## config.mk

```make
export PLATFORM = sky130hd
export DESIGN_NAME = gjps_front
export DESIGN_NICKNAME = d
export VERILOG_FILES = /design/src/design/gjps_pkg.sv /design/src/design/gjps_front.sv
export SDC_FILE = /design/constraint.sdc
export NUM_CORES = 1
export LEC_CHECK = 0
export ABC_CLOCK_PERIOD_IN_PS = 6500
export BUFFER_PORTS_ARGS = -buffer_cell sky130_fd_sc_hd__buf_2
export CELL_PAD_IN_SITES_DETAIL_PLACEMENT = 1
export CELL_PAD_IN_SITES_GLOBAL_PLACEMENT = 1
export CORE_MARGIN = 1.5
export CORE_UTILIZATION = 40
export CTS_CLUSTER_SIZE = 8
export DETAILED_ROUTE_END_ITERATION = 6
export PLACE_DENSITY_LB_ADDON = 0.3
export SYNTH_ARGS = -nofsm -noshare
export SYNTH_HDL_FRONTEND = slang
export SYNTH_SLANG_ARGS = --single-unit
```

## constraint.sdc

```tcl
create_clock -name clk -period 6.5 [get_ports clk]
set_input_delay 0.325 -clock clk [delete_from_list [all_inputs] [get_ports clk]]
set_output_delay 0.325 -clock clk [all_outputs]
set_load 0.05 [all_outputs]
```

## src/design/gjps_pkg.sv

```systemverilog
// Shared types, constants and helpers for the grid jump point scan block.
package gjps_pkg;

	localparam int unsigned CellW   = 16;
	localparam int unsigned WordW   = 32;
	localparam int unsigned WIdxW   = 11;
	localparam int unsigned StrideW = 9;
	localparam int unsigned PosW    = 18;
	localparam int unsigned StepW   = 17;
	localparam int unsigned ColStepW = 12;

	localparam logic [StrideW-1:0] StrideMin   = 9'd32;
	localparam logic [StrideW-1:0] StrideMax   = 9'd256;
	localparam logic [StrideW-1:0] StrideReset = 9'd256;
	localparam logic [CellW-1:0]   CostMax     = 16'hFFFF;

	localparam logic       KindLoad  = 1'b0;
	localparam logic       KindQuery = 1'b1;
	localparam logic [1:0] DirNorth  = 2'd0;
	localparam logic [1:0] DirSouth  = 2'd1;
	localparam logic [1:0] DirEast   = 2'd2;
	localparam logic [1:0] DirWest   = 2'd3;

	typedef struct packed {
		logic               is_load;
		logic               is_col;
		logic               neg;
		logic [WIdxW-1:0]   word_index;
		logic [WordW-1:0]   word_data;
		logic [CellW-1:0]   start_cell;
		logic [CellW-1:0]   goal_cell;
	} cmd_t;

	function automatic logic [CellW-1:0] sat_cost(input logic [PosW-1:0] v);
		if (v[PosW-1]) begin
			return '0;
		end else if (v[PosW-2:CellW] != '0) begin
			return CostMax;
		end else begin
			return v[CellW-1:0];
		end
	endfunction

endpackage

```

## src/design/gjps_front.sv

```systemverilog
// Front end: accepts words, classifies them and queues commands for the scanner.
module gjps_front import gjps_pkg::*; (
	input  logic               clk,
	input  logic               arst_n,
	input  logic               in_valid,
	output logic               in_ready,
	input  logic               kind,
	input  logic [WIdxW-1:0]   word_index,
	input  logic [WordW-1:0]   word_data,
	input  logic [1:0]         direction,
	input  logic [CellW-1:0]   start_cell,
	input  logic [CellW-1:0]   goal_cell,
	output logic               q_valid,
	output cmd_t               q_cmd,
	input  logic               q_pop
);

	cmd_t       fifo_q [2];
	logic       wr_ptr_q;
	logic       rd_ptr_q;
	logic [1:0] cnt_q;
	cmd_t       cmd;
	logic       push;

	always_comb begin
		cmd.is_load    = (kind == KindLoad);
		cmd.is_col     = !direction[1];
		cmd.neg        = (direction == DirNorth) || (direction == DirWest);
		cmd.word_index = word_index;
		cmd.word_data  = word_data;
		cmd.start_cell = start_cell;
		cmd.goal_cell  = goal_cell;
	end

	assign in_ready = (cnt_q != 2'd2);
	assign push     = in_valid && in_ready;
	assign q_valid  = (cnt_q != 2'd0);
	assign q_cmd    = fifo_q[rd_ptr_q];

	always_ff @(posedge clk) begin
		if (push) begin
			fifo_q[wr_ptr_q] <= cmd;
		end
	end

	always_ff @(posedge clk or negedge arst_n) begin
		if (!arst_n) begin
			wr_ptr_q <= 1'b0;
			rd_ptr_q <= 1'b0;
			cnt_q    <= 2'd0;
		end else begin
			if (push) begin
				wr_ptr_q <= !wr_ptr_q;
			end
			if (q_pop) begin
				rd_ptr_q <= !rd_ptr_q;
			end
			cnt_q <= cnt_q + {1'b0, push} - {1'b0, q_pop};
		end
	end

endmodule

```

==> results.sh <==
export IMPL_status="complete, no violations"
export IMPL_hold_class="in2reg"
export IMPL_fmax_mhz=378
export IMPL_hold_ws_ns=0.0991
export IMPL_port_buffers=161
export IMPL_dr_first_iter_drc_count=96
export IMPL_grt_usage_pct=14.4
export IMPL_nFillCells=1378
export IMPL_drv_cap=0
export IMPL_wirelength_um=10500
export IMPL_fin_nets=519
export IMPL_cts_sinks=160
export IMPL_syn_avg_cell_area_um2=22.3
export IMPL_synth_top_family_by_area="multiplexers"
export IMPL_synthCells=263
export IMPL_yosys_area_share_adder_pct=0.213
export IMPL_antenna_found_initial=0
export IMPL_ys_ff_latch=160
export IMPL_dp_hpwl_um=6660
export IMPL_synth_mux_area_share_pct=15.6
export IMPL_finalSetupTns_ns=0
export IMPL_cts_buffer_depth=2
export IMPL_drive_above_1_share_pct=60.6
export IMPL_die_h_um=124
export IMPL_postRouteAntennaNets=0
export IMPL_die_w_um=124
export IMPL_ys_warn_count=0
export IMPL_ir_drop_mv=0.440
export IMPL_startpoint_type="flop"
export IMPL_io_pins=162
export IMPL_cp_data_required_time_ns=6.17
export IMPL_clkLatencyLatePin_ns=0.41
export IMPL_powerDensity_nw_per_um2=550
export IMPL_start_util_pct=40.7
export IMPL_cts_setup_buffers=0
export IMPL_dp_cells=600
export IMPL_cts_tree="built"
export IMPL_tritoncts_num_buffers=17
export IMPL_yosysSeqAreaShare_pct=81.4
export IMPL_synth_simple_gate_area_share_pct=0.511
export IMPL_synth_compound_area_share_pct=0.298
export IMPL_maxSlewHeadroom_pct=22.0
export IMPL_routedWlPerCell_um=16.7
export IMPL_routed_via_density=4.71
export IMPL_dieArea_um2=15400
export IMPL_core_area_um2=14400
export IMPL_fin_worst_skew_ns=0.00758
export IMPL_gp_congestion=0.683
export IMPL_timing_final_ws_setup_ns=3.86
export IMPL_p_leak_nw=2.83
export IMPL_n_antenna_cell=0
export IMPL_place_ws_ns=3.84
export IMPL_first_global_vias=3228
export IMPL_clk_pin_slew_worst_paths_ns=0.06
export IMPL_cts_root_buffer="clkbuf_16"
export IMPL_hold_viol=0
export IMPL_critical_path_class="reg2out"
export IMPL_ys_types=17
export IMPL_worstMarginPinSlew_ns=1.17
export IMPL_drt_pass1_iter_count=5
export IMPL_ctsHoldBuffers=1
export IMPL_slew_viol_final=0
export IMPL_synthXorXnorAreaFrac_pct=0.745
export IMPL_crit_fanout=79
export IMPL_setup_violations=0
export IMPL_vias=2983
export IMPL_synth_nets=346
export IMPL_grt_pass1_wl_um=16800
export IMPL_rows=44
export IMPL_grt_ovfl_total=0
export IMPL_finalCriticalPeriod_ns=2.64
export IMPL_fin_cells=633
export IMPL_h_tree_depth=4
export IMPL_post_cts_resized=0
export IMPL_area_delta_synth_final_pct=27.4
export IMPL_end_kind="output pin"
export IMPL_grt_max_degree=80
export IMPL_rsz0062_at_grt="no"
export IMPL_netlist_area_um2=5880
export IMPL_drc=0
export IMPL_arrival_ns=2.32
export IMPL_period_share_pct=40.7
-- layout make-up --
class / instances / area [um2] / share of cell area [%]
sequential: 160 / 4790 / 64.0
multi-input combinational: 92 / 1030 / 13.8
timing repair buffer: 163 / 823 / 11.0
clock buffer: 20 / 437 / 5.83
tap: 184 / 230 / 3.08
clock inverter: 12 / 166 / 2.22
inverter: 2 / 7.51 / 0.100
-- cells in the final DEF, fill, tap and decap left out --
cell             n
nor2_4           1
dfrtp_4          1
mux2_2          68
buf_2          161
clkinv_1         1
nand2_1          1
a22oi_1          1
clkbuf_1         3
xor2_1           1
nor2_1           1
or2_2            1
inv_1            2
clkbuf_16       17
buf_4            1
edfxtp_1       156
dfrtp_1          3
dlygate4sd3_1    1
mux2_4          10
nand2b_1         1
clkinvlp_4       3
ha_1             1
bufinv_16        4
and3_4           1
xnor2_1          4
a21bo_1          1
clkinv_2         4
-- state kept, by name (all words and copies together) (netlist names) --
register	cells
wr_ptr_q	1
fifo_q	156
rd_ptr_q	1
cnt_q	2
-- cells in the mapped netlist --
cell	n	share of area, %
a22oi_1	1	0.13
xor2_1	1	0.15
and3_1	1	0.11
mux2_4	10	2.6
a21bo_1	1	0.17
dfrtp_1	4	1.7
mux2_2	68	13
nor2_1	2	0.13
or2_2	1	0.11
edfxtp_1	156	80
buf_2	6	0.51
ha_1	1	0.21
nand2b_1	1	0.11
xnor2_1	4	0.60
inv_1	2	0.13
nand2_1	1	0.064
buf_6	3	0.57
-- power by group --
| group | internal (mW) | total [mW] | switching [mW] |
|---|---|---|---|
| Clock | 0.638 | 1.01 | 0.368 |
| Sequential | 1.41 | 1.57 | 0.155 |
| Combinational | 0.441 | 1.54 | 1.10 |
-- through the flow --
stage	power (mW)	utilization [%]	cell area [um2]
floorplan	2.83	-	5880
global placement	3.13	47.6	6870
detailed placement	3.16	47.6	6870
CTS	4.18	51.9	7480
global route	4.29	51.9	7480
finish	4.12	51.9	7480
-- path summary, 6_finish.rpt --
kind	start	end	slack, ns	cells past startpoint
max	rd_ptr_q	q_cmd[23]	3.86	2
min	word_data[13]	fifo_q[0][45]	0.1	1
max reg2reg	cnt_q[0]	fifo_q[0][18]	3.92	4
min reg2reg	cnt_q[0]	cnt_q[0]	0.55	1
max in group asynchronous	arst_n	rd_ptr_q	6.09	2
min in group asynchronous	arst_n	cnt_q[1]	0.27	2
-- worst max-delay path: stages, from the launching register on --
cell and delay (ns):
dfrtp_4 1.13, mux2_2 0.43, buf_2 0.21
-- metal layers --
metal | track usage [%] | up-vias | share of wire, %
li1 | - | 1388 | -
met1 | 16.4 | 1468 | 41
met2 | 23.4 | 112 | 49
met3 | 6.59 | 15 | 8.4
met4 | 6.09 | 0 | 1.5
met5 | 0 | - | 0
-- logic make-up after synthesis --
kind of cell,Yosys count
compound gates,2
xor+xnor,5
fa+ha+maj,1
buf+inv,11
flops,160
mux,78
simple gates,6
No activity file was read; power rests on OpenSTA's default activity.
